===== src/hdl/u8u16_pkg.sv =====
package u8u16_pkg;

  localparam int unsigned QUEUE_DEPTH     = 4;
  localparam logic [15:0] BUF_UNITS_RESET = 16'd256;

  typedef enum logic [2:0] {
    CLS_ZERO,
    CLS_ASCII,
    CLS_CONT,
    CLS_LEAD2,
    CLS_LEAD3,
    CLS_BAD4
  } u8u16_cls_t;

  typedef struct packed {
    u8u16_cls_t  cls;
    logic [6:0]  data;
  } u8u16_item_t;

endpackage


===== src/hdl/u8u16_front.sv =====
module u8u16_front import u8u16_pkg::*; (
  input  logic        in_valid,
  output logic        in_ready,
  input  logic [7:0]  in_raw_byte,
  output logic        push,
  output u8u16_item_t push_item,
  input  logic        q_full
);

  assign in_ready = !q_full;
  assign push     = in_valid && !q_full;

  always_comb begin
    push_item.data = in_raw_byte[6:0];
    if (in_raw_byte == 8'h00) begin
      push_item.cls = CLS_ZERO;
    end else if (!in_raw_byte[7]) begin
      push_item.cls = CLS_ASCII;
    end else if (!in_raw_byte[6]) begin
      push_item.cls = CLS_CONT;
    end else if (!in_raw_byte[5]) begin
      push_item.cls = CLS_LEAD2;
    end else if (!in_raw_byte[4]) begin
      push_item.cls = CLS_LEAD3;
    end else begin
      push_item.cls = CLS_BAD4;
    end
  end

endmodule


===== src/hdl/u8u16_fifo.sv =====
module u8u16_fifo import u8u16_pkg::*; #(
  parameter int unsigned DEPTH = QUEUE_DEPTH
) (
  input  logic        clk,
  input  logic        rst_n,
  input  logic        push,
  input  u8u16_item_t push_item,
  output logic        full,
  input  logic        pop,
  output logic        q_valid,
  output u8u16_item_t q_item
);

  localparam int unsigned PW = $clog2(DEPTH);
  localparam int unsigned CW = $clog2(DEPTH + 1);

  u8u16_item_t mem [DEPTH];
  logic [PW-1:0] wr_ptr_r, wr_ptr_nxt;
  logic [PW-1:0] rd_ptr_r, rd_ptr_nxt;
  logic [CW-1:0] count_r, count_nxt;
  logic          do_push, do_pop;

  assign full    = (count_r == CW'(DEPTH));
  assign q_valid = (count_r != '0);
  assign q_item  = mem[rd_ptr_r];
  assign do_push = push && !full;
  assign do_pop  = pop && q_valid;

  always_comb begin
    wr_ptr_nxt = wr_ptr_r;
    rd_ptr_nxt = rd_ptr_r;
    count_nxt  = count_r;
    if (do_push) begin
      wr_ptr_nxt = (wr_ptr_r == PW'(DEPTH - 1)) ? '0 : wr_ptr_r + 1'b1;
    end
    if (do_pop) begin
      rd_ptr_nxt = (rd_ptr_r == PW'(DEPTH - 1)) ? '0 : rd_ptr_r + 1'b1;
    end
    if (do_push && !do_pop) begin
      count_nxt = count_r + 1'b1;
    end else if (do_pop && !do_push) begin
      count_nxt = count_r - 1'b1;
    end
  end

  always_ff @(posedge clk) begin
    if (!rst_n) begin
      wr_ptr_r <= '0;
      rd_ptr_r <= '0;
      count_r  <= '0;
    end else begin
      wr_ptr_r <= wr_ptr_nxt;
      rd_ptr_r <= rd_ptr_nxt;
      count_r  <= count_nxt;
    end
  end

  always_ff @(posedge clk) begin
    if (do_push) begin
      mem[wr_ptr_r] <= push_item;
    end
  end

endmodule


===== src/hdl/u8u16_back.sv =====
module u8u16_back import u8u16_pkg::*; (
  input  logic        clk,
  input  logic        rst_n,
  input  logic        cfg_valid,
  output logic        cfg_ready,
  input  logic [15:0] cfg_buffer_units,
  input  logic        q_valid,
  input  u8u16_item_t q_item,
  output logic        pop,
  output logic        out_valid,
  input  logic        out_ready,
  output logic [15:0] out_code_unit,
  output logic        out_end_of_string,
  output logic        out_decode_error
);

  logic [15:0] buf_units_r;
  logic [1:0]  pend_r, pend_nxt;
  logic [15:0] part_r, part_nxt;
  logic [15:0] units_r, units_nxt;
  logic        disc_r, disc_nxt;

  logic        out_valid_r;
  logic [15:0] out_unit_r;
  logic        out_eos_r;
  logic        out_err_r;

  logic        can_take;
  logic        take;
  logic        res_v, res_eos, res_err;
  logic [15:0] res_unit;
  logic        emit_req, fail_req, fail_nz;
  logic [15:0] emit_val;

  assign cfg_ready = 1'b1;
  assign can_take  = !out_valid_r || out_ready;
  assign take      = q_valid && can_take;
  assign pop       = take;

  always_comb begin
    pend_nxt  = pend_r;
    part_nxt  = part_r;
    units_nxt = units_r;
    disc_nxt  = disc_r;
    res_v     = 1'b0;
    res_unit  = '0;
    res_eos   = 1'b0;
    res_err   = 1'b0;
    emit_req  = 1'b0;
    emit_val  = '0;
    fail_req  = 1'b0;
    fail_nz   = 1'b0;

    if (take) begin
      if (disc_r) begin
        if (q_item.cls == CLS_ZERO) begin
          disc_nxt = 1'b0;
        end
      end else if (pend_r != 2'd0) begin
        if (q_item.cls != CLS_CONT) begin
          fail_req = 1'b1;
          fail_nz  = (q_item.cls != CLS_ZERO);
        end else if (pend_r == 2'd2) begin
          part_nxt = part_r | {4'h0, q_item.data[5:0], 6'h00};
          pend_nxt = 2'd1;
        end else begin
          emit_req = 1'b1;
          emit_val = part_r | {10'h000, q_item.data[5:0]};
        end
      end else begin
        unique case (q_item.cls)
          CLS_ZERO, CLS_ASCII: begin
            emit_req = 1'b1;
            emit_val = {9'h000, q_item.data};
          end
          CLS_LEAD2: begin
            part_nxt = {5'h00, q_item.data[4:0], 6'h00};
            pend_nxt = 2'd1;
          end
          CLS_LEAD3: begin
            part_nxt = {q_item.data[3:0], 12'h000};
            pend_nxt = 2'd2;
          end
          default: begin
            fail_req = 1'b1;
            fail_nz  = 1'b1;
          end
        endcase
      end
    end

    if (emit_req) begin
      if (units_r >= buf_units_r) begin
        fail_req = 1'b1;
        fail_nz  = (emit_val != '0);
      end else begin
        units_nxt = units_r + 1'b1;
        pend_nxt  = 2'd0;
        part_nxt  = '0;
        res_v     = 1'b1;
        res_unit  = emit_val;
        if (emit_val == '0) begin
          units_nxt = '0;
          res_eos   = 1'b1;
        end
      end
    end

    if (fail_req) begin
      pend_nxt  = 2'd0;
      part_nxt  = '0;
      units_nxt = '0;
      disc_nxt  = fail_nz;
      res_v     = 1'b1;
      res_unit  = '0;
      res_eos   = 1'b0;
      res_err   = 1'b1;
    end
  end

  always_ff @(posedge clk) begin
    if (!rst_n) begin
      buf_units_r <= BUF_UNITS_RESET;
      pend_r      <= 2'd0;
      part_r      <= '0;
      units_r     <= '0;
      disc_r      <= 1'b0;
      out_valid_r <= 1'b0;
    end else begin
      if (cfg_valid && cfg_ready) begin
        buf_units_r <= cfg_buffer_units;
      end
      pend_r  <= pend_nxt;
      part_r  <= part_nxt;
      units_r <= units_nxt;
      disc_r  <= disc_nxt;
      if (can_take) begin
        out_valid_r <= res_v;
      end
    end
  end

  always_ff @(posedge clk) begin
    if (can_take && res_v) begin
      out_unit_r <= res_unit;
      out_eos_r  <= res_eos;
      out_err_r  <= res_err;
    end
  end

  assign out_valid         = out_valid_r;
  assign out_code_unit     = out_unit_r;
  assign out_end_of_string = out_eos_r;
  assign out_decode_error  = out_err_r;

endmodule


===== src/hdl/utf8_to_utf16_decoder.sv =====
// UTF-8 to UTF-16 (BMP) decoder. Bytes of a zero-terminated string enter on
// in_raw_byte; one 16-bit code unit leaves per completed 1-, 2- or 3-byte
// sequence, the terminator with out_end_of_string set. A malformed sequence
// or a unit beyond cfg_buffer_units (capacity including the terminator)
// gives one result with out_decode_error set, after which, unless the
// failing byte or unit was zero, bytes are dropped up to and including
// the next zero byte. One byte is accepted per cycle while the queue has
// room; a byte that completes a unit passes through the classifier queue
// and then the output register, where its result is held until taken.
// The queue between classifier and decoder holds QDEPTH bytes (default
// QUEUE_DEPTH), so it takes up to that many bytes while the output is
// stalled. Write the capacity register only while no string is in flight.
module utf8_to_utf16_decoder import u8u16_pkg::*; #(
  parameter int unsigned QDEPTH = QUEUE_DEPTH
) (
  input  logic        clk,
  input  logic        rst_n,
  input  logic        cfg_valid,
  output logic        cfg_ready,
  input  logic [15:0] cfg_buffer_units,
  input  logic        in_valid,
  output logic        in_ready,
  input  logic [7:0]  in_raw_byte,
  output logic        out_valid,
  input  logic        out_ready,
  output logic [15:0] out_code_unit,
  output logic        out_end_of_string,
  output logic        out_decode_error
);

  logic        push;
  u8u16_item_t push_item;
  logic        q_full;
  logic        q_valid;
  u8u16_item_t q_item;
  logic        pop;

  u8u16_front u_front (
    .in_valid    (in_valid),
    .in_ready    (in_ready),
    .in_raw_byte (in_raw_byte),
    .push        (push),
    .push_item   (push_item),
    .q_full      (q_full)
  );

  u8u16_fifo #(
    .DEPTH (QDEPTH)
  ) u_fifo (
    .clk       (clk),
    .rst_n     (rst_n),
    .push      (push),
    .push_item (push_item),
    .full      (q_full),
    .pop       (pop),
    .q_valid   (q_valid),
    .q_item    (q_item)
  );

  u8u16_back u_back (
    .clk               (clk),
    .rst_n             (rst_n),
    .cfg_valid         (cfg_valid),
    .cfg_ready         (cfg_ready),
    .cfg_buffer_units  (cfg_buffer_units),
    .q_valid           (q_valid),
    .q_item            (q_item),
    .pop               (pop),
    .out_valid         (out_valid),
    .out_ready         (out_ready),
    .out_code_unit     (out_code_unit),
    .out_end_of_string (out_end_of_string),
    .out_decode_error  (out_decode_error)
  );

endmodule


===== config.mk =====
export PLATFORM = sky130hd
export DESIGN_NAME = utf8_to_utf16_decoder
export DESIGN_NICKNAME = d
export VERILOG_FILES = /design/src/hdl/u8u16_pkg.sv /design/src/hdl/u8u16_front.sv /design/src/hdl/u8u16_fifo.sv /design/src/hdl/u8u16_back.sv /design/src/hdl/utf8_to_utf16_decoder.sv
export SDC_FILE = /design/constraint.sdc
export NUM_CORES = 1
export LEC_CHECK = 0
export ABC_AREA = 0
export BUFFER_PORTS_ARGS = -buffer_cell sky130_fd_sc_hd__buf_2
export CORE_AREA = 2 2 99 101
export CTS_CLUSTER_DIAMETER = 40
export DETAILED_ROUTE_END_ITERATION = 16
export DIE_AREA = 0 0 101 103
export GPL_TIMING_DRIVEN = 0
export MAX_ROUTING_LAYER = met4
export PLACE_DENSITY = 0.84
export SLEW_MARGIN = 20
export SYNTH_ARGS = -nofsm -noshare
export SYNTH_HDL_FRONTEND = slang
export SYNTH_SLANG_ARGS = --single-unit

===== constraint.sdc =====
create_clock -name clk -period 3.04 [get_ports clk]
set_input_delay 0.304 -clock clk [delete_from_list [all_inputs] [get_ports clk]]
set_output_delay 0.304 -clock clk [all_outputs]
set_load 0.02 [all_outputs]

==> metrics.md <==
| Metric | Value |
|---|---|
| Status | finished, final reports clean |
| Normalized max-slew margin | 0.212 |
| Via/cell ratio | 5.93 |
| Clock Sink Count | between 100 and 150 |
| Max-slew violation count | 0 |
| Startpoint Class | register |
| Share of the synthesized area in the top cell type | 0.321 |
| Final hold vios | 0 |
| Total die area | 0.0104 mm2 |
| Syn Std Cell Area | 0.00542 mm2 |
| Cell count of the worst hold path | 3 |
| CP Class | register to register |
| Type of the tightest min-delay check | input pin to register |
| Final-report setup violation count | 0 |
| Sequential area share after synthesis | 0.546 |
| Most used flip-flop cell after synthesis | dfxtp_1 |
| Tmin final | 2.94 ns |
| Iteration count of the initial detailed-routing pass | 5 |
| # placed instances | 637 |
| Count of distinct cell types in the synthesized netlist | 59 |
| Count of flip-flops with a built-in enable after synthesis | 58 |
| Vias in the first global route | 3893 |
| Reg2reg path depth | 11 |
| Fill cells | 659 |
| Cell taking the most area after synthesis | edfxtp_1 |
| Starting utilization of the core area | 0.573 |
| DRC violations left | 0 |
| Setup repair after global routing missed its margin | no |
| Share of async-settable or async-resettable flops after synthesis | 0 |
| Total global routing overflow | 0 |
| Capture endpoint of the worst hold path | u_back.buf_units_r[8] |
| Net total in the final layout | ~600 |
| Area of all sequential standard cells | 0.00296 mm2 |
| Total I/O pin count | 50 |
| Drt initial violations | 293 |
| Worst Clk Skew | ~0.0066 ns |
| Commonest non-fill, non-tap cells in the layout | dfxtp_1 (61), edfxtp_1 (58), buf_2 (51), nor2_1 (42), a21oi_1 (30) |
| Cell-by-cell trace of the critical path | buf_6 > mux4_2 > buf_2 > and3b_1 > a21o_1 > a221o_1 > and2_0 > buf_2 > a41oi_4 > buf_6 > a21oi_1 |
| Syn Area/Cell | 11.4 um2 |
| Final setup TNS | 0 ns |
| Count of inserted antenna diode cells | 0 |
| Final clock period utilization by the worst path | 0.966 |
| Master cell of the clock root buffer | clkbuf_8 |
| Total of warnings raised by yosys | 0 |
| Multi-input logic area | ~0.0023 mm2 |
| Tightest Pin Transition | 1.16 ns |
| Most common cell after layout, fill and taps aside | dfxtp_1 |
| Cell Pwr Density | just over 900 mW/mm2 |
| Clock tree from TritonCTS | yes |
| Total track usage | 0.240 |
| Gp weighted congestion | between 0.8 and 0.9 |
| Routed WL | 11.5 mm |
| Wire length per cell after detailed routing | 17.1 um |
| Wire length of the first global-routing pass | 18.3 mm |
| H-tree lvl count | 4 |
| Required time worst endpoint | 3.44 ns |
| # Max-Cap Violations | 0 |
| Total nets after synthesis | 529 |
| Final worst hold slack | 0.0179 ns |
| Static leakage | between 2 and 3 nW |
| Min-Delay Startpoint | cfg_buffer_units[8] |
| Design Area, Final | ~0.0065 mm2 |
| Core Region | 0.00946 mm2 |
| Die Span Y | 103 um |
| Synthesis-stage register bit count | roughly 120 |
| Area contributors post-synth | edfxtp_1 (32%), dfxtp_1 (23%), ha_1 (5.3%) |
| Clock transition time at the flip-flop clock pins of the worst setup and hold paths | 0.05 ns |
| Chip Width | 101 um |
| Port-buffer cells | 47 |
| Arrival time worst endpoint | 3.34 ns |
| Maximum resistive drop on vdd | 0.487 mV |
| Initial antenna violation count | 0 |
| Proportion of layout cells with a drive suffix above 1 | 0.196 |
| Biggest fanout along the worst timing path | 9 |
| Worst path slowest cell | mux4_2 |
| DRT antenna net count | 0 |
| Largest net degree at the start of global routing | 19 |
| Insertion delay to the later sink of the worst-skew pair | 0.52 ns |
| Reg-to-reg critical path endpoint | u_back.units_r[15] |
| DR vias | 4006 |
| Type of element capturing the critical path | register |
| Worst-case clock buffer depth | 2 |
| Syn-to-layout area delta | 19.2% |
| TritonCTS Buffers | 17 |
| Number of non-filler instances in the completed layout | 675 |
| Largest incremental delay on the critical path | 0.49 ns |
| Placement Cell Area | 0.00580 mm2 |
| Maximum clock frequency | around 340 MHz |
| Flop2flop setup slack | 0.10 ns |
| DP HPWL | 7.69 mm |
| Cell count after synthesis | around 480 |
| Number of rows created at floorplan | 36 |
-- power breakdown --
| group | switching (mW) | total [mW] | leakage, nW | internal (mW) |
|---|---|---|---|---|
| sequential | 0.124 | 2.13 | 1.04 | 2.00 |
| clock | 0.707 | 1.95 | 0.263 | 1.24 |
| combinational | 1.18 | 1.89 | 1.24 | 0.717 |
-- logic make-up after synthesis --
logic type / synth area share
AO/OA/AOI/OAI: 0.0879
XOR/XNOR: 0.0210
adder cells (fa/ha/maj): 0.0567
buffers and inverters: 0.0364
flip-flops: 0.546
multiplexers: 0.0729
other: 0.000691
AND/OR/NAND/NOR: 0.178
-- worst max-delay path by stage --
stage | from | end | slack, ns
CTS | register | u_back.units_r[5] | 0.04
global route | register | u_back.out_code_unit[12] | 0.002
global placement | register | u_back.units_r[10] | 0.1
finish | register | u_back.units_r[15] | 0.10
detailed placement | register | u_back.units_r[14] | 0.04
floorplan | register | u_back.units_r[12] | 0.38
-- metrics by stage --
stage / util / setup slack [ns] / total power, mW
4_1_cts: 0.676 / 0.0390 / 5.87
3_5_place_dp: 0.613 / 0.0388 / 3.90
3_3_place_gp: 0.613 / 0.0964 / 3.82
5_1_grt: 0.684 / 0.00207 / 6.23
6_report: 0.684 / 0.103 / 5.97
2_1_floorplan: - / 0.382 / 3.42
-- critical path: cells and delay by family (launching register included) --
family,cells,cell delay (ns)
simple gates,2,0.41
buf+inv,4,0.68
flops,1,0.32
mux,1,0.49
compound gates,4,0.91
-- metal layers --
layer,vias up,GRT usage,part of all wire
li1,1874,-,-
met2,182,0.402,0.51
met1,1927,0.272,0.41
met3,23,0.0644,0.067
met5,-,-,0
met4,0,0.107,0.014
-- cell usage after synthesis (2+ instances only) --
cell / instances
a211oi_1: 3
a21boi_0: 6
a21o_1: 2
a21oi_1: 30
a22oi_1: 5
a31o_2: 2
and2_1: 13
and3_1: 14
and3b_1: 2
and4_1: 2
buf_2: 5
buf_4: 2
buf_6: 2
clkbuf_1: 10
dfxtp_1: 61
edfxtp_1: 58
ha_1: 23
inv_1: 26
mux2i_1: 17
mux4_2: 10
nand2_1: 24
nand2b_1: 5
nand3_1: 6
nand4_1: 6
nor2_1: 42
nor2b_1: 20
nor3_1: 17
nor3b_1: 2
nor4_1: 5
nor4b_1: 4
nor4bb_1: 3
o211ai_1: 2
o21ai_0: 5
o31ai_1: 2
or2_2: 2
or4_1: 4
xnor2_1: 11
xor2_1: 2
-- timing repair --
action / in CTS / in global routing
hold buffers: 1 / 0
gates cloned: 0 / 1
buffers inserted: 0 / 4
pin swaps: 0 / 4
endpoints found under the setup margin: 1 / 21
gates resized for setup: 1 / 13
hold endpoints to repair: 4 / 0
-- state kept, by name, summed over array words and instances (netlist names), named ones only --
name and cells:
u_back.buf_units_r 16, u_back.disc_r 1, u_back.out_code_unit 16, u_back.out_decode_error 1
u_back.out_end_of_string 1, u_back.out_valid 1, u_back.part_r 16, u_back.pend_r 2
u_back.units_r 16, u_fifo.count_r 3, u_fifo.mem 40, u_fifo.rd_ptr_r 2
u_fifo.wr_ptr_r 2
-- final cells by class --
cell class / instances / share of cell area
tap: 114 / 0.0221
multi-input combinational: 312 / 0.353
clock inverter: 13 / 0.0242
inverter: 26 / 0.0151
clock buffer: 19 / 0.0652
buffer: 19 / 0.0182
sequential: 119 / 0.458
timing repair buffer: 53 / 0.0443
No activity file was read; power rests on OpenSTA's default activity.
